`config.mk`:
```
export PLATFORM = sky130hd
export DESIGN_NAME = delta_t_differential_switch
export DESIGN_NICKNAME = d
export VERILOG_FILES = /design/src/rtl/dtds_pkg.sv /design/src/rtl/delta_t_differential_switch.sv /design/src/rtl/dtds_csr.sv /design/src/rtl/dtds_delta.sv /design/src/rtl/dtds_core.sv
export SDC_FILE = /design/constraint.sdc
export NUM_CORES = 1
export LEC_CHECK = 0
export BUFFER_PORTS_ARGS = -buffer_cell sky130_fd_sc_hd__buf_2
export CELL_PAD_IN_SITES_DETAIL_PLACEMENT = 1
export CELL_PAD_IN_SITES_GLOBAL_PLACEMENT = 1
export CORE_MARGIN = 5
export CORE_UTILIZATION = 42
export DETAILED_ROUTE_END_ITERATION = 10
export PLACE_DENSITY_LB_ADDON = 0.1
export SLEW_MARGIN = 15
export SYNTH_ARGS = -nofsm -noshare
export SYNTH_HDL_FRONTEND = slang
export SYNTH_SLANG_ARGS = --single-unit
```
`constraint.sdc`:
```
create_clock -name clock -period 16.1 [get_ports clock]
set_input_delay 3.22 -clock clock [delete_from_list [all_inputs] [get_ports clock]]
set_output_delay 3.22 -clock clock [all_outputs]
set_load 0.02 [all_outputs]
```
`src/rtl/dtds_pkg.sv`:
```
// Shared types, widths and constants for the delta-T differential switch.
// No dependencies; used by every module in rtl/.
`timescale 1ns / 1ps

package dtds_pkg;

   // Field widths
   localparam int TEMP_W       = 16;
   localparam int DELTA_W      = 16;
   localparam int THR_W        = 8;
   localparam int HYS_W        = 5;
   localparam int OPT_W        = 5;
   localparam int WAIT_UNITS_W = 8;
   localparam int INTERVAL_W   = 16;
   localparam int OWL_W        = 21;
   localparam int COUNT_W      = 8;
   localparam int CMD_W        = 8;
   localparam int DISP_W       = 8;
   localparam int CSR_ADDR_W   = 5;
   localparam int CSR_DATA_W   = 32;
   localparam int REG_IDX_W    = 3;

   // Command codes
   localparam logic [CMD_W-1:0] CMD_FORCE_OFF  = 8'd203;
   localparam logic [CMD_W-1:0] CMD_FORCE_ON   = 8'd205;
   localparam logic [CMD_W-1:0] CMD_MANUAL_MAX = 8'd200;
   localparam logic [CMD_W-1:0] CMD_MANUAL_OFF = 8'd0;

   // Divide-by-ten reciprocal: (x * 0xCCCD) >> 19 is exact for 16-bit x
   localparam logic [15:0] DIV10_RECIP = 16'hCCCD;
   localparam int          DIV10_SHIFT = 19;

   localparam int                 WAIT_STEP   = 5000;
   localparam logic [DISP_W-1:0]  DISPLAY_OUT = 8'd255;

   // Option bit positions
   localparam int OPT_NO_DELAY_MAX = 0;
   localparam int OPT_NO_DELAY_MIN = 1;
   localparam int OPT_NO_HYS_OFF   = 2;
   localparam int OPT_NOT_INVERTED = 3;
   localparam int OPT_ERROR_OFF    = 4;

   // Register indexes
   localparam logic [REG_IDX_W-1:0] REG_MAX_FIRST   = 3'd0;
   localparam logic [REG_IDX_W-1:0] REG_MIN_SECOND  = 3'd1;
   localparam logic [REG_IDX_W-1:0] REG_THRESHOLD   = 3'd2;
   localparam logic [REG_IDX_W-1:0] REG_HYSTERESIS  = 3'd3;
   localparam logic [REG_IDX_W-1:0] REG_OPTIONS     = 3'd4;
   localparam logic [REG_IDX_W-1:0] REG_LOCKED      = 3'd5;
   localparam logic [REG_IDX_W-1:0] REG_CHANGE_WAIT = 3'd6;
   localparam logic [REG_IDX_W-1:0] REG_INTERVAL    = 3'd7;

   // Register reset values
   localparam logic signed [TEMP_W-1:0] MAX_FIRST_RESET  = 16'sh7FFF;
   localparam logic signed [TEMP_W-1:0] MIN_SECOND_RESET = 16'sh8000;
   localparam logic [THR_W-1:0]         THRESHOLD_RESET  = 8'd40;
   localparam logic [HYS_W-1:0]         HYSTERESIS_RESET = 5'd6;
   localparam logic [OPT_W-1:0]         OPTIONS_RESET    = 5'd31;
   localparam logic [WAIT_UNITS_W-1:0]  CHANGE_WAIT_RESET = 8'd0;
   localparam logic [INTERVAL_W-1:0]    INTERVAL_RESET   = 16'd3000;

   // Output wait after reset: four calculation intervals
   localparam logic [OWL_W-1:0] OWL_RESET = OWL_W'(4 * 3000);
   localparam logic signed [DELTA_W-1:0] DELTA_RESET = 16'sd255;

   // Special temperatures
   localparam logic signed [TEMP_W-1:0] NEVER_SEEN_TEMP_DEF   = -16'sd27315;
   localparam logic signed [TEMP_W-1:0] SENSOR_FAULT_TEMP_DEF = -16'sd27314;

   typedef struct packed {
      logic signed [TEMP_W-1:0] max_first_temp;
      logic signed [TEMP_W-1:0] min_second_temp;
      logic [THR_W-1:0]         delta_on_threshold;
      logic [HYS_W-1:0]         delta_hysteresis;
      logic [OPT_W-1:0]         option_bits;
      logic                     channel_locked;
      logic [WAIT_UNITS_W-1:0]  change_wait_units;
      logic [INTERVAL_W-1:0]    calc_interval_ticks;
   } cfg_type;

   typedef struct packed {
      logic signed [TEMP_W-1:0] first_temp;
      logic signed [TEMP_W-1:0] second_temp;
      logic                     command_valid;
      logic [CMD_W-1:0]         command_byte;
      logic                     inhibit;
   } tick_type;

   typedef struct packed {
      tick_type                  tick;
      logic signed [DELTA_W-1:0] delta;
   } delta_item_type;

endpackage

```
`src/rtl/delta_t_differential_switch.sv`:
```
// Pipeline: input register, delta stage with one divide-by-ten multiplier,
// decision logic into the result register. Accepts one tick transaction per
// cycle while the result channel is not stalled by rsp_ready.
// Reset (synchronous, active high): registers to defaults, output off,
// change count zero, first output commit held for 12000 ticks.
`timescale 1ns / 1ps

module delta_t_differential_switch #(
   parameter logic signed [dtds_pkg::TEMP_W-1:0] NEVER_SEEN_TEMP =
      dtds_pkg::NEVER_SEEN_TEMP_DEF,
   parameter logic signed [dtds_pkg::TEMP_W-1:0] SENSOR_FAULT_TEMP =
      dtds_pkg::SENSOR_FAULT_TEMP_DEF
) (
   input  logic                                clock,
   input  logic                                reset,
   // Tick channel
   input  logic                                req_valid,
   output logic                                req_ready,
   input  logic signed [dtds_pkg::TEMP_W-1:0]  req_first_temp,
   input  logic signed [dtds_pkg::TEMP_W-1:0]  req_second_temp,
   input  logic                                req_command_valid,
   input  logic [dtds_pkg::CMD_W-1:0]          req_command_byte,
   input  logic                                req_inhibit,
   // Result channel
   output logic                                rsp_valid,
   input  logic                                rsp_ready,
   output logic                                rsp_pin_level,
   output logic                                rsp_output_on,
   output logic                                rsp_mode_active,
   output logic [dtds_pkg::DISP_W-1:0]         rsp_delta_display,
   output logic                                rsp_delta_in_range,
   output logic                                rsp_state_changed,
   output logic [dtds_pkg::COUNT_W-1:0]        rsp_press_count,
   // Configuration port
   input  logic                                csr_psel,
   input  logic                                csr_penable,
   input  logic                                csr_pwrite,
   input  logic [dtds_pkg::CSR_ADDR_W-1:0]     csr_paddr,
   input  logic [dtds_pkg::CSR_DATA_W-1:0]     csr_pwdata,
   output logic [dtds_pkg::CSR_DATA_W-1:0]     csr_prdata,
   output logic                                csr_pready
);

   dtds_pkg::cfg_type          cfg;
   dtds_pkg::tick_type         tick;
   dtds_pkg::delta_item_type   d_item;
   logic                       d_valid;
   logic                       d_ready;

   assign tick.first_temp    = req_first_temp;
   assign tick.second_temp   = req_second_temp;
   assign tick.command_valid = req_command_valid;
   assign tick.command_byte  = req_command_byte;
   assign tick.inhibit       = req_inhibit;

   dtds_csr u_csr (
      .clock   (clock),
      .reset   (reset),
      .psel    (csr_psel),
      .penable (csr_penable),
      .pwrite  (csr_pwrite),
      .paddr   (csr_paddr),
      .pwdata  (csr_pwdata),
      .prdata  (csr_prdata),
      .pready  (csr_pready),
      .cfg     (cfg)
   );

   dtds_delta u_delta (
      .clock     (clock),
      .reset     (reset),
      .in_valid  (req_valid),
      .in_ready  (req_ready),
      .in_tick   (tick),
      .out_valid (d_valid),
      .out_ready (d_ready),
      .out_item  (d_item)
   );

   dtds_core #(
      .NEVER_SEEN_TEMP   (NEVER_SEEN_TEMP),
      .SENSOR_FAULT_TEMP (SENSOR_FAULT_TEMP)
   ) u_core (
      .clock              (clock),
      .reset              (reset),
      .cfg                (cfg),
      .in_valid           (d_valid),
      .in_ready           (d_ready),
      .in_item            (d_item),
      .rsp_valid          (rsp_valid),
      .rsp_ready          (rsp_ready),
      .rsp_pin_level      (rsp_pin_level),
      .rsp_output_on      (rsp_output_on),
      .rsp_mode_active    (rsp_mode_active),
      .rsp_delta_display  (rsp_delta_display),
      .rsp_delta_in_range (rsp_delta_in_range),
      .rsp_state_changed  (rsp_state_changed),
      .rsp_press_count    (rsp_press_count)
   );

endmodule

```
`src/rtl/dtds_csr.sv`:
```
// APB-style configuration registers of the delta-T switch.
// Depends on dtds_pkg.
`timescale 1ns / 1ps

module dtds_csr (
   input  logic                                clock,
   input  logic                                reset,
   input  logic                                psel,
   input  logic                                penable,
   input  logic                                pwrite,
   input  logic [dtds_pkg::CSR_ADDR_W-1:0]     paddr,
   input  logic [dtds_pkg::CSR_DATA_W-1:0]     pwdata,
   output logic [dtds_pkg::CSR_DATA_W-1:0]     prdata,
   output logic                                pready,
   output dtds_pkg::cfg_type                   cfg
);

   dtds_pkg::cfg_type                 cfg_ff;
   logic [dtds_pkg::REG_IDX_W-1:0]    idx;
   logic                              wr_en;

   assign idx    = paddr[dtds_pkg::CSR_ADDR_W-1:2];
   assign wr_en  = psel & penable & pwrite;
   assign pready = 1'b1;
   assign cfg    = cfg_ff;

   // Register writes
   always_ff @(posedge clock) begin
      if (reset) begin
         cfg_ff.max_first_temp      <= dtds_pkg::MAX_FIRST_RESET;
         cfg_ff.min_second_temp     <= dtds_pkg::MIN_SECOND_RESET;
         cfg_ff.delta_on_threshold  <= dtds_pkg::THRESHOLD_RESET;
         cfg_ff.delta_hysteresis    <= dtds_pkg::HYSTERESIS_RESET;
         cfg_ff.option_bits         <= dtds_pkg::OPTIONS_RESET;
         cfg_ff.channel_locked      <= 1'b0;
         cfg_ff.change_wait_units   <= dtds_pkg::CHANGE_WAIT_RESET;
         cfg_ff.calc_interval_ticks <= dtds_pkg::INTERVAL_RESET;
      end else if (wr_en) begin
         unique case (idx)
            dtds_pkg::REG_MAX_FIRST:
               cfg_ff.max_first_temp <= pwdata[dtds_pkg::TEMP_W-1:0];
            dtds_pkg::REG_MIN_SECOND:
               cfg_ff.min_second_temp <= pwdata[dtds_pkg::TEMP_W-1:0];
            dtds_pkg::REG_THRESHOLD:
               cfg_ff.delta_on_threshold <= pwdata[dtds_pkg::THR_W-1:0];
            dtds_pkg::REG_HYSTERESIS:
               cfg_ff.delta_hysteresis <= pwdata[dtds_pkg::HYS_W-1:0];
            dtds_pkg::REG_OPTIONS:
               cfg_ff.option_bits <= pwdata[dtds_pkg::OPT_W-1:0];
            dtds_pkg::REG_LOCKED:
               cfg_ff.channel_locked <= pwdata[0];
            dtds_pkg::REG_CHANGE_WAIT:
               cfg_ff.change_wait_units <= pwdata[dtds_pkg::WAIT_UNITS_W-1:0];
            dtds_pkg::REG_INTERVAL:
               cfg_ff.calc_interval_ticks <= pwdata[dtds_pkg::INTERVAL_W-1:0];
            default: ;
         endcase
      end
   end

   // Read-back, zero-extended
   always_comb begin
      unique case (idx)
         dtds_pkg::REG_MAX_FIRST:
            prdata = dtds_pkg::CSR_DATA_W'(unsigned'(cfg_ff.max_first_temp));
         dtds_pkg::REG_MIN_SECOND:
            prdata = dtds_pkg::CSR_DATA_W'(unsigned'(cfg_ff.min_second_temp));
         dtds_pkg::REG_THRESHOLD:
            prdata = dtds_pkg::CSR_DATA_W'(cfg_ff.delta_on_threshold);
         dtds_pkg::REG_HYSTERESIS:
            prdata = dtds_pkg::CSR_DATA_W'(cfg_ff.delta_hysteresis);
         dtds_pkg::REG_OPTIONS:
            prdata = dtds_pkg::CSR_DATA_W'(cfg_ff.option_bits);
         dtds_pkg::REG_LOCKED:
            prdata = dtds_pkg::CSR_DATA_W'(cfg_ff.channel_locked);
         dtds_pkg::REG_CHANGE_WAIT:
            prdata = dtds_pkg::CSR_DATA_W'(cfg_ff.change_wait_units);
         dtds_pkg::REG_INTERVAL:
            prdata = dtds_pkg::CSR_DATA_W'(cfg_ff.calc_interval_ticks);
         default:
            prdata = '0;
      endcase
   end

endmodule

```
`src/rtl/dtds_delta.sv`:
```
// Input register and delta stage: registers the tick transaction, then
// computes (second - first) / 10 by reciprocal multiply. Depends on dtds_pkg.
`timescale 1ns / 1ps

module dtds_delta (
   input  logic                       clock,
   input  logic                       reset,
   input  logic                       in_valid,
   output logic                       in_ready,
   input  dtds_pkg::tick_type         in_tick,
   output logic                       out_valid,
   input  logic                       out_ready,
   output dtds_pkg::delta_item_type   out_item
);

   logic                       a_valid_ff;
   dtds_pkg::tick_type         a_tick_ff;
   logic                       b_valid_ff;
   dtds_pkg::delta_item_type   b_item_ff;

   logic                       b_free;
   logic                       move_ab;
   logic signed [16:0]         diff;
   logic [16:0]                mag;
   logic [31:0]                prod;
   logic [12:0]                quot;
   logic signed [dtds_pkg::DELTA_W-1:0] delta_in;

   assign b_free    = ~b_valid_ff | out_ready;
   assign move_ab   = a_valid_ff & b_free;
   assign in_ready  = ~a_valid_ff | b_free;
   assign out_valid = b_valid_ff;
   assign out_item  = b_item_ff;

   // Truncating divide by ten on the magnitude, sign restored afterwards
   always_comb begin
      diff = {a_tick_ff.second_temp[15], a_tick_ff.second_temp}
           - {a_tick_ff.first_temp[15], a_tick_ff.first_temp};
      mag  = diff[16] ? 17'(-diff) : 17'(diff);
      prod = mag[15:0] * dtds_pkg::DIV10_RECIP;
      quot = prod[31:dtds_pkg::DIV10_SHIFT];
      delta_in = diff[16] ? -signed'({3'b000, quot}) : signed'({3'b000, quot});
   end

   // Valid flags
   always_ff @(posedge clock) begin
      if (reset) begin
         a_valid_ff <= 1'b0;
         b_valid_ff <= 1'b0;
      end else begin
         if (in_ready) begin
            a_valid_ff <= in_valid;
         end
         if (b_free) begin
            b_valid_ff <= a_valid_ff;
         end
      end
   end

   // Payload
   always_ff @(posedge clock) begin
      if (in_valid & in_ready) begin
         a_tick_ff <= in_tick;
      end
      if (move_ab) begin
         b_item_ff.tick  <= a_tick_ff;
         b_item_ff.delta <= delta_in;
      end
   end

endmodule

```
`src/rtl/dtds_core.sv`:
```
// Switching decision, wait counters and result register of the delta-T
// switch. Depends on dtds_pkg.
`timescale 1ns / 1ps

module dtds_core #(
   parameter logic signed [dtds_pkg::TEMP_W-1:0] NEVER_SEEN_TEMP =
      dtds_pkg::NEVER_SEEN_TEMP_DEF,
   parameter logic signed [dtds_pkg::TEMP_W-1:0] SENSOR_FAULT_TEMP =
      dtds_pkg::SENSOR_FAULT_TEMP_DEF
) (
   input  logic                              clock,
   input  logic                              reset,
   input  dtds_pkg::cfg_type                 cfg,
   input  logic                              in_valid,
   output logic                              in_ready,
   input  dtds_pkg::delta_item_type          in_item,
   output logic                              rsp_valid,
   input  logic                              rsp_ready,
   output logic                              rsp_pin_level,
   output logic                              rsp_output_on,
   output logic                              rsp_mode_active,
   output logic [dtds_pkg::DISP_W-1:0]       rsp_delta_display,
   output logic                              rsp_delta_in_range,
   output logic                              rsp_state_changed,
   output logic [dtds_pkg::COUNT_W-1:0]      rsp_press_count
);

   // State
   logic                                   cur_ff, cur_in;
   logic                                   next_ff, next_in;
   logic signed [dtds_pkg::DELTA_W-1:0]    delta_ff, delta_in;
   logic                                   init_ff, init_in;
   logic                                   force_ff, force_in;
   logic                                   mode_ff, mode_in;
   logic [dtds_pkg::OWL_W-1:0]             owl_ff, owl_in;
   logic [dtds_pkg::INTERVAL_W-1:0]        cwl_ff, cwl_in;
   logic [dtds_pkg::COUNT_W-1:0]           count_ff, count_in;
   logic                                   changed_in;

   // Result register
   logic                                   rsp_valid_ff;
   logic                                   pin_ff, on_ff, mode_out_ff;
   logic [dtds_pkg::DISP_W-1:0]            disp_ff, disp_in;
   logic                                   range_ff, range_in;
   logic                                   changed_ff;
   logic [dtds_pkg::COUNT_W-1:0]           count_out_ff;

   logic                                   adv;
   logic                                   err_on;
   logic signed [dtds_pkg::TEMP_W-1:0]     t1, t2;
   logic signed [16:0]                     d17, thr17, hys17, hoff17, hys10;
   logic signed [16:0]                     dmax, dmin;
   logic [8:0]                             hys_x10;
   logic [dtds_pkg::OWL_W-1:0]             owl_units, owl_reload;
   logic [dtds_pkg::CMD_W-1:0]             cmd;

   assign in_ready = ~rsp_valid_ff | rsp_ready;
   assign adv      = in_valid & in_ready;
   assign err_on   = ~cfg.option_bits[dtds_pkg::OPT_ERROR_OFF];

   assign t1  = in_item.tick.first_temp;
   assign t2  = in_item.tick.second_temp;
   assign cmd = in_item.tick.command_byte;

   // Comparison operands (17-bit signed) and the output wait reload value
   always_comb begin
      hys_x10 = {1'b0, cfg.delta_hysteresis, 3'b000}
              + {3'b000, cfg.delta_hysteresis, 1'b0};
      d17     = {in_item.delta[15], in_item.delta};
      thr17   = signed'({9'd0, cfg.delta_on_threshold});
      hys17   = signed'({12'd0, cfg.delta_hysteresis});
      hoff17  = cfg.option_bits[dtds_pkg::OPT_NO_HYS_OFF] ? 17'sd0 : hys17;
      hys10   = signed'({8'd0, hys_x10});
      dmax    = {cfg.max_first_temp[15], cfg.max_first_temp} - {t1[15], t1};
      dmin    = {t2[15], t2} - {cfg.min_second_temp[15], cfg.min_second_temp};
      owl_units  = dtds_pkg::OWL_W'(cfg.change_wait_units) + dtds_pkg::OWL_W'(1);
      owl_reload = dtds_pkg::OWL_W'(owl_units * dtds_pkg::OWL_W'(dtds_pkg::WAIT_STEP));
   end

   // One tick: command, lock, calculation, output stage, countdown
   always_comb begin
      cur_in     = cur_ff;
      next_in    = next_ff;
      delta_in   = delta_ff;
      init_in    = init_ff;
      force_in   = force_ff;
      mode_in    = mode_ff;
      owl_in     = owl_ff;
      cwl_in     = cwl_ff;
      count_in   = count_ff;
      changed_in = 1'b0;

      // Command byte
      if (in_item.tick.command_valid) begin
         if (cmd == dtds_pkg::CMD_FORCE_OFF || cmd == dtds_pkg::CMD_FORCE_ON) begin
            next_in  = (cmd == dtds_pkg::CMD_FORCE_ON);
            force_in = 1'b1;
            owl_in   = '0;
         end else if (cmd <= dtds_pkg::CMD_MANUAL_MAX && !mode_ff) begin
            next_in = (cmd != dtds_pkg::CMD_MANUAL_OFF);
         end
      end

      // Channel lock
      if (cfg.channel_locked) begin
         force_in = 1'b1;
         next_in  = err_on;
         if (cur_ff != err_on) begin
            owl_in = '0;
         end
      end

      // Delta calculation
      if (force_in || in_item.tick.inhibit) begin
         mode_in = 1'b0;
      end else if (cwl_ff != '0) begin
         mode_in = mode_ff;
      end else begin
         cwl_in = cfg.calc_interval_ticks;
         priority if (t1 == NEVER_SEEN_TEMP || t2 == NEVER_SEEN_TEMP) begin
            mode_in = 1'b0;
         end else if (t1 <= SENSOR_FAULT_TEMP || t2 <= SENSOR_FAULT_TEMP) begin
            next_in = err_on;
            mode_in = 1'b0;
         end else begin
            delta_in = in_item.delta;
            mode_in  = 1'b1;
            if (t1 >= cfg.max_first_temp || t2 < cfg.min_second_temp) begin
               next_in = 1'b0;
            end else if (d17 > thr17) begin
               if ((d17 - hys17) >= thr17) begin
                  next_in = 1'b1;
                  // Start delay near the limits
                  if (!cur_ff) begin
                     if (!cfg.option_bits[dtds_pkg::OPT_NO_DELAY_MAX] &&
                         !dmax[16] && dmax < hys10) begin
                        next_in = 1'b0;
                     end
                     if (!cfg.option_bits[dtds_pkg::OPT_NO_DELAY_MIN] &&
                         !dmin[16] && dmin < hys10) begin
                        next_in = 1'b0;
                     end
                  end
               end
            end else if ((d17 + hoff17) <= thr17) begin
               next_in = 1'b0;
            end
         end
      end

      // Output stage
      if (owl_in == '0) begin
         if (cur_ff != next_in || !init_ff) begin
            count_in   = count_ff + dtds_pkg::COUNT_W'(1);
            cur_in     = next_in;
            changed_in = 1'b1;
         end
         force_in = 1'b0;
         init_in  = 1'b1;
         owl_in   = owl_reload;
      end

      // Saturating countdown
      if (owl_in != '0) begin
         owl_in = owl_in - dtds_pkg::OWL_W'(1);
      end
      if (cwl_in != '0) begin
         cwl_in = cwl_in - dtds_pkg::INTERVAL_W'(1);
      end
   end

   // Display of the stored delta
   always_comb begin
      range_in = ~delta_in[15] && (delta_in < 16'sd255);
      disp_in  = range_in ? delta_in[dtds_pkg::DISP_W-1:0] : dtds_pkg::DISPLAY_OUT;
   end

   // Control state
   always_ff @(posedge clock) begin
      if (reset) begin
         cur_ff       <= 1'b0;
         next_ff      <= 1'b0;
         delta_ff     <= dtds_pkg::DELTA_RESET;
         init_ff      <= 1'b0;
         force_ff     <= 1'b0;
         mode_ff      <= 1'b0;
         owl_ff       <= dtds_pkg::OWL_RESET;
         cwl_ff       <= '0;
         count_ff     <= '0;
         rsp_valid_ff <= 1'b0;
      end else begin
         if (in_ready) begin
            rsp_valid_ff <= in_valid;
         end
         if (adv) begin
            cur_ff   <= cur_in;
            next_ff  <= next_in;
            delta_ff <= delta_in;
            init_ff  <= init_in;
            force_ff <= force_in;
            mode_ff  <= mode_in;
            owl_ff   <= owl_in;
            cwl_ff   <= cwl_in;
            count_ff <= count_in;
         end
      end
   end

   // Result payload
   always_ff @(posedge clock) begin
      if (adv) begin
         pin_ff       <= cur_in ^ ~cfg.option_bits[dtds_pkg::OPT_NOT_INVERTED];
         on_ff        <= cur_in;
         mode_out_ff  <= mode_in;
         disp_ff      <= disp_in;
         range_ff     <= range_in;
         changed_ff   <= changed_in;
         count_out_ff <= count_in;
      end
   end

   assign rsp_valid          = rsp_valid_ff;
   assign rsp_pin_level      = pin_ff;
   assign rsp_output_on      = on_ff;
   assign rsp_mode_active    = mode_out_ff;
   assign rsp_delta_display  = disp_ff;
   assign rsp_delta_in_range = range_ff;
   assign rsp_state_changed  = changed_ff;
   assign rsp_press_count    = count_out_ff;

   // A committed change advances the change counter by exactly one
   a_count_step: assert property (@(posedge clock) disable iff (reset)
      (adv && changed_in) |=> (count_ff == $past(count_ff) + dtds_pkg::COUNT_W'(1)))
      else $error("change count did not step on a state change");

   // Without a transaction the output state and counter hold
   a_hold: assert property (@(posedge clock) disable iff (reset)
      !adv |=> ($stable(count_ff) && $stable(cur_ff) && $stable(owl_ff)))
      else $error("state moved without a transaction");

   // A shown result reflects the present output state
   a_on_match: assert property (@(posedge clock) disable iff (reset)
      rsp_valid_ff |-> (on_ff == cur_ff))
      else $error("result output_on differs from output state");

   // The counter only changes when a state change is reported
   a_count_only_on_change: assert property (@(posedge clock) disable iff (reset)
      (adv && !changed_in) |=> $stable(count_ff))
      else $error("change count moved without a state change");

endmodule
```
==> impl_metrics.json, run 1 <==
{
  "outcome": "complete, no violations",
  "cts_sinks": 265,
  "hold_violations": 0,
  "syn_area_um2": 22900,
  "ys_types": 100,
  "rsz0062_at_grt": "no",
  "hold_buffers": 0,
  "hp-class": "reg -> reg",
  "vias": 19100,
  "cap_violations": 0,
  "drive_above_1_share_pct": 8.70,
  "numPortBuffers": 106,
  "nets": 3149,
  "cp-end-kind": "register",
  "relSlewSlack_pct": 25.0,
  "core_um2": 53900,
  "start_util_pct": 42.5,
  "grt_max_degree": 74,
  "async_flop_share_pct": 0,
  "route.detailed.wl_per_inst_um": 20.2,
  "yosys.area.top_type_share_pct": 15.8,
  "grt-ovfl-total": 0,
  "place_ws_ns": 5.90,
  "rows": 85,
  "drc": 0,
  "crit_required_ns": 16.38,
  "yosysTopAreaCell": "edfxtp_1",
  "cts-root-buf": "clkbuf_16",
  "cp-start-kind": "register",
  "cts_resized": 0,
  "gp_congestion": 0.914,
  "seq_area_frac_synth_pct": 28.4,
  "synth_edf_count": 121,
  "setup_ws_ns": 5.87,
  "clk-insertion-delay-late_ns": 0.56,
  "io_pins": 142,
  "crit-reg2reg-launch": "u_delta.a_tick_ff[26]",
  "die_w_um": 244,
  "dieHeight_um": 244,
  "fmax_mhz": 97.8,
  "htree_levels": 2,
  "synth_top_family_by_area": "adder cells",
  "postRouteAntennaNets": 0,
  "numCtsBuffers": 35,
  "syn_avg_cell_area_um2": 8.79,
  "first_pass_iters": 5,
  "wirelength_mm": 68.8,
  "area_delta_synth_final_pct": 10.3,
  "setup_viol": 0,
  "worst_pin_slew_ns": 1.12,
  "grt_pass1_vias": 20200,
  "clockBufferDepth": 3,
  "syn_inst": 2610,
  "final.setup.tns_ns": 0,
  "synthFlopType": "dfxtp_1",
  "hold_start": "u_delta.a_tick_ff[0]",
  "fin_crit_ns": 10.23,
  "slowest_stage": "fa_1",
  "synthAdderAreaFrac_pct": 23.6,
  "dpl.hpwl_mm": 55.2,
  "layout_worst_path_cycle_share_pct": 63.5,
  "crit_path_start": "u_delta.a_tick_ff[26]",
  "critPathMaxFanout": 8,
  "fp.dieArea_um2": 59400,
  "muxShareOfSynthArea_pct": 2.99,
  "clk_pin_slew_ns": 0.06,
  "synth_compound_area_share_pct": 15.7,
  "ys_ff_latch": 265,
  "grt_pass1_wl_mm": 110,
  "drtIter0Drc": 818,
  "slowest_delay_ns": 0.55,
  "track_usage_pct": 22.8,
  "yosys.area_share.simple_pct": 17.2,
  "post-cts-setup-buffer-count": 0,
  "antenna_found_initial": 0,
  "viasPerCell": 5.61,
  "yosysWarnings": 0,
  "final.setup_skew_ns": 0.0254,
  "drv_slew": 0,
  "ys_top_cells_by_area": "edfxtp_1, ha_1, dfxtp_1",
  "path_class": "reg -> reg",
  "synthXorXnorAreaFrac_pct": 5.30,
  "cts_tree": "yes",
  "critPathArrivalTime_ns": 10.51
}
## cell usage in the layout, fill, tap and decap left out, types with 17 or more instances in the layout
cell type | Yosys | routed
a21oi_1 | 180 | 179
clkbuf_16 | 0 | 38
xnor2_1 | 82 | 82
nand4_1 | 26 | 26
conb_1 | 2 | 17
nor2b_1 | 26 | 26
o211ai_1 | 24 | 24
mux2i_1 | 55 | 55
nor2_1 | 193 | 192
dfxtp_1 | 144 | 144
a211oi_1 | 18 | 18
edfxtp_1 | 121 | 121
o21ai_0 | 103 | 103
a31oi_1 | 18 | 17
xor2_1 | 53 | 53
nand3_1 | 79 | 79
fa_1 | 94 | 94
nand2_1 | 286 | 286
nand2b_1 | 22 | 21
nor3_1 | 39 | 38
nor4_1 | 21 | 21
inv_1 | 288 | 287
buf_2 | 7 | 105
a21o_1 | 37 | 37
ha_1 | 282 | 282
o21a_1 | 26 | 26
and3_1 | 26 | 26
## worst max-delay path: cells and delay by family (launching register included)
kind / cells / cell delay (ns)
DFF: 1 / 0.43
and+or+nand+nor: 9 / 2.11
buffers and inverters: 5 / 0.45
adders and majority gates: 10 / 3.89
muxes: 1 / 0.24
AOI/OAI and AO/OA: 9 / 1.98
xor gates and xnor gates: 4 / 0.83
## cell families after synthesis
kind of cell	Yosys count
AND/OR/NAND/NOR	819
flip-flops	265
XOR/XNOR	137
buffers and inverters	386
adder cells (fa/ha/maj)	376
AO/OA/AOI/OAI	559
other	2
multiplexers	66
## worst paths after layout
check                              end  slack (ns)  cells past startpoint
setup / recovery  u_delta.out_item[12]        5.87                     38
hold / removal    u_delta.out_item[16]        0.42                      0
setup reg to reg  u_delta.out_item[12]        5.87                     38
hold reg to reg   u_delta.out_item[16]        0.42                      0
## metal layers
| layer | global-route usage, % | wire (µm) |
|---|---|---|
| met4 | 7.09 | 2110 |
| met1 | 29.4 | 30400 |
| met5 | 0 | 0 |
| met3 | 2.84 | 2900 |
| met2 | 40.0 | 33400 |
## per-stage QoR
step	util, %	std cells	hold slack (ns)	area, µm²
after global routing	46.9	3409	0.426	25300
after floorplan	-	2625	0.400	23000
after CTS	46.9	3409	0.420	25300
after global placement	44.7	3346	0.405	24100
after detailed placement	44.7	3346	0.406	24100
final	46.9	3410	0.419	25300
## area by class of cell
cell class	count	area, µm²
Antenna cell	1	2.50
Clock buffer	42	976
Clock inverter	21	221
Fill cell	6275	28600
Inverter	290	1090
Multi-Input combinational cell	1974	15000
Sequential cell	265	6520
Tap cell	696	871
Timing Repair Buffer	121	646
## synth_stat cells (18+ instances only)
master    instances
nor4_1           21
inv_1           288
clkbuf_1         62
fa_1             94
nor2_1          193
o211ai_1         24
o21a_1           26
nand4_1          26
o21ai_0         103
edfxtp_1        121
xor2_1           53
mux2i_1          55
a21oi_1         180
and3_1           26
nand3_1          79
xnor2_1          82
ha_1            282
a31oi_1          18
nand2_1         286
nand2b_1         22
a211oi_1         18
a21o_1           37
nor3_1           39
nor2b_1          26
dfxtp_1         144
## sequential cells by signal, summed over array words and instances, names as in the netlist
signal and cells:
u_core.next_ff 1, u_core.cwl_ff 16, u_core.init_ff 1, u_delta.out_item 58
u_core.rsp_valid 1, u_core.rsp_delta_in_range 1, u_core.count_ff 8, u_csr.cfg 75
u_core.rsp_mode_active 1, u_core.rsp_output_on 1, u_core.owl_ff 21, u_core.delta_ff 16
u_core.rsp_pin_level 1, u_delta.a_valid_ff 1, u_core.rsp_delta_display 8, u_delta.a_tick_ff 42
u_delta.out_valid 1, u_core.rsp_press_count 8, u_core.force_ff 1, u_core.cur_ff 1
u_core.rsp_state_changed 1, u_core.mode_ff 1
Power of run 1 is not shown: default switching activity piles up to over one toggle a cycle in this logic, so the estimate is an artifact.
==> run 2: changes to the inputs <==
clock period = 10.6 ns   (was 16.1 ns; I/O delays follow)
==> impl_metrics.json, run 2 (synthesized netlist as in run 1, its figures left out) <==
{
  "ff_latch_area_um2": 6520,
  "cts_sinks": 265,
  "grt_pass1_vias": 20400,
  "grt.met3_usage_pct": 3.01,
  "final_cell_mix": "inv_1, nand2_1, ha_1",
  "dpl.hpwl_mm": 56.0,
  "final.setup_skew_ns": 0.0313,
  "rsz0062_at_grt": "no",
  "numPortBuffers": 106,
  "nFillCells": 6292,
  "setup_viol": 0,
  "vias": 19300,
  "htree_levels": 2,
  "die_w_um": 244,
  "diodes": 0,
  "first_pass_iters": 5,
  "wirelength_mm": 69.9,
  "relSlewSlack_pct": 20.9,
  "area_delta_synth_final_pct": 10.6,
  "gp_congestion": 0.916,
  "slowest_delay_ns": 0.55,
  "route.detailed.wl_per_inst_um": 20.5,
  "path_class": "reg -> reg",
  "layout_worst_path_cycle_share_pct": 93.7,
  "mostFrequentLayoutCell": "inv_1",
  "slowest_stage": "fa_1",
  "drc": 0,
  "drtIter0Drc": 948,
  "track_usage_pct": 23.1,
  "fp.dieArea_um2": 59400,
  "rows": 85,
  "hp-class": "reg -> reg",
  "r2r_cells": 38,
  "nets": 3156,
  "holdWs_ns": 0.417,
  "final.setup.tns_ns": 0,
  "hold_violations": 0,
  "cts-root-buf": "clkbuf_16",
  "postRouteAntennaNets": 0,
  "cp-start-kind": "register",
  "viasPerCell": 5.65,
  "met2_usage_pct": 40.5,
  "multi_input_area_um2": 15000,
  "dieHeight_um": 244,
  "start_util_pct": 42.5,
  "grt_busiest_layer": "met2",
  "cp-end-kind": "register",
  "whs_path_depth": 0,
  "numCtsBuffers": 35,
  "drive_above_1_share_pct": 9.15,
  "io_pins": 142,
  "clockBufferDepth": 3,
  "grtUsageMet1_pct": 29.9,
  "fmax_mhz": 101,
  "crit_required_ns": 10.88,
  "fin_crit_ns": 9.93,
  "cts_tree": "yes",
  "drv_slew": 0,
  "grt_pass1_wl_mm": 111,
  "outcome": "complete, no violations",
  "antenna_found_initial": 0,
  "cap_violations": 0,
  "worst_pin_slew_ns": 1.18,
  "grt_max_degree": 74,
  "clk_pin_slew_ns": 0.05,
  "critPathMaxFanout": 5,
  "largest_reg_flops": 75,
  "hold_buffers": 0,
  "critPathArrivalTime_ns": 10.21,
  "clk-insertion-delay-late_ns": 0.57,
  "grt-ovfl-total": 0,
  "core_um2": 53900
}
## run 2: changes by cell type in the layout (fill, tap and decap cells not counted), moves of 2 or more
| cell | before | now |
|---|---|---|
| buf_4 | 16 | 23 |
| clkbuf_16 | 38 | 35 |
| clkinv_1 | 9 | 6 |
| clkinvlp_4 | 1 | 3 |
| inv_4 | 0 | 2 |
## run 2: cell type report
type | count | area share, %
Multi-Input combinational cell | 1974 | 59.1
Sequential cell | 265 | 25.7
Inverter | 290 | 4.29
Clock buffer | 40 | 3.61
Tap cell | 696 | 3.43
Timing Repair Buffer | 128 | 2.75
Clock inverter | 24 | 1.10
## run 2: layer usage
layer	up-vias	part of all wire, %
li1	9289	-
met1	9616	45
met2	303	49
met3	99	3.3
met4	0	2.6
met5	-	0
## run 2: through the flow
stage          cell area [µm²]  utilization (%)  setup slack [ns]  std cells
2_1_floorplan            23000                -              1.42       2625
3_5_place_dp             24100             44.8             0.520       3352
3_3_place_gp             24100             44.8             0.672       3352
6_report                 25400             47.0             0.672       3417
4_1_cts                  25300             47.0             0.464       3416
5_1_grt                  25400             47.0            0.0370       3417
## run 2: final timing paths
path | start | to | slack (ns)
worst max-delay path | u_delta.a_tick_ff[26] | u_delta.out_item[12] | 0.67
worst min-delay path | u_delta.a_tick_ff[6] | u_delta.out_item[22] | 0.42
worst max register to register | u_delta.a_tick_ff[26] | u_delta.out_item[12] | 0.67
worst min register to register | u_delta.a_tick_ff[6] | u_delta.out_item[22] | 0.42
## run 2: worst max-delay path: cells and delay by family, from the launching register on
kind                       cells  cell delay [ns]
muxes                          1             0.31
adders and majority gates     10             3.97
DFF                            1             0.39
and+or+nand+nor                9             2.18
buffers and inverters          4             0.19
xor gates and xnor gates       4             0.80
AOI/OAI and AO/OA             10             1.83
## run 2: repair_timing
action / 4_1_cts / 5_1_grt
buffers inserted: 0 / 1
resized for setup: 0 / 2
setup endpoints to repair: 0 / 1
endpoints found under the hold margin: 0 / 0
Power of run 2 is left out for the same reason.
==> run 3: changes to the inputs <==
CAP_MARGIN = 5   (was default)
clock period = 10.55 ns   (was 10.6 ns; I/O delays follow)
==> impl_metrics.json, run 3 (synthesized netlist as in run 1, its figures left out) <==
{
  "outcome": "complete, no violations",
  "cts_resized": 0,
  "track_usage_pct": 22.9,
  "cap_violations": 0,
  "start_util_pct": 42.5,
  "grt_pass1_vias": 20300,
  "vias": 19100,
  "path_class": "reg -> reg",
  "grt_max_degree": 74,
  "area_delta_synth_final_pct": 10.4,
  "r2r_cells": 39,
  "fp.dieArea_um2": 59400,
  "die_w_um": 244,
  "gp_congestion": 0.909,
  "final_cell_mix": "inv_1, nand2_1, ha_1",
  "nFillCells": 6283,
  "numCtsBuffers": 34,
  "clk-insertion-delay-late_ns": 0.55,
  "grt-ovfl-total": 0,
  "htree_levels": 2,
  "largest_reg_flops": 75,
  "antenna_found_initial": 0,
  "fin_crit_ns": 9.90,
  "final.setup_skew_ns": 0.0286,
  "cts-root-buf": "clkbuf_16",
  "rsz0062_at_grt": "no",
  "clk_pin_slew_ns": 0.06,
  "first_pass_iters": 5,
  "cts_sinks": 265,
  "dieHeight_um": 244,
  "hold_violations": 0,
  "nets": 3153,
  "drv_slew": 0,
  "fmax_mhz": 101,
  "numPortBuffers": 106,
  "dpl.hpwl_mm": 55.0,
  "hp-class": "reg -> reg",
  "slowest_stage": "fa_1",
  "critPathArrivalTime_ns": 10.17,
  "postRouteAntennaNets": 0,
  "worst_pin_slew_ns": 1.09,
  "mostFrequentLayoutCell": "inv_1",
  "route.detailed.wl_per_inst_um": 20.2,
  "wirelength_mm": 69.0,
  "cp-start-kind": "register",
  "drive_above_1_share_pct": 9.13,
  "drc": 0,
  "viasPerCell": 5.58,
  "core_um2": 53900,
  "relSlewSlack_pct": 26.6,
  "rows": 85,
  "clockBufferDepth": 3,
  "slowest_delay_ns": 0.55,
  "layout_worst_path_cycle_share_pct": 93.8,
  "hold_buffers": 0,
  "critPathMaxFanout": 5,
  "whs_path_depth": 0,
  "diodes": 0,
  "cts_tree": "yes",
  "grt_pass1_wl_mm": 111,
  "drtIter0Drc": 929,
  "cp-end-kind": "register",
  "final.setup.tns_ns": 0,
  "post-cts-setup-buffer-count": 0,
  "io_pins": 142,
  "crit_required_ns": 10.82,
  "setup_viol": 0
}
run 3: area by class of cell:
class	count	area (µm²)	area share (%)
clock buffers	43	936	3.70
multi-input cells	1974	15000	59.2
flip-flops and latches	265	6520	25.7
repair buffers	126	683	2.70
clock inverters	19	225	0.889
inverters	290	1090	4.30
well taps	696	871	3.44
run 3: stage by stage:
stage / cell area (µm²) / utilization (%) / hold WS, ns / setup WS, ns / std cells
global placement: 24100 / 44.8 / 0.406 / 0.634 / 3351
global route: 25300 / 47.0 / 0.433 / 0.0717 / 3413
finish: 25300 / 47.0 / 0.422 / 0.650 / 3413
detailed placement: 24100 / 44.8 / 0.415 / 0.319 / 3351
CTS: 25300 / 46.9 / 0.424 / 0.265 / 3413
floorplan: 23000 / - / 0.400 / 1.37 / 2625
run 3: final timing paths:
path,end,start,slack (ns)
worst min-delay path,u_delta.out_item[22],u_delta.a_tick_ff[6],0.42
worst min register to register,u_delta.out_item[22],u_delta.a_tick_ff[6],0.42
worst max-delay path,u_delta.out_item[12],u_delta.a_tick_ff[10],0.65
worst max register to register,u_delta.out_item[12],u_delta.a_tick_ff[10],0.65
run 3: worst max-delay path: cells and delay by family, from the launching register on:
family,cells,cell delay (ns)
compound gates,10,1.91
xor+xnor,4,0.77
fa+ha+maj,10,3.92
buf+inv,5,0.24
flops,1,0.34
mux,1,0.30
simple gates,9,2.19
run 3: metal layers:
metal / track usage (%) / vias up / part of all wire (%)
met1: 30.2 / 9384 / 46
met3: 3.20 / 92 / 3.3
met4: 6.01 / 0 / 2.6
met2: 39.6 / 294 / 48
met5: 0 / - / 0
li1: - / 9284 / -
Power of run 3 is left out for the same reason.
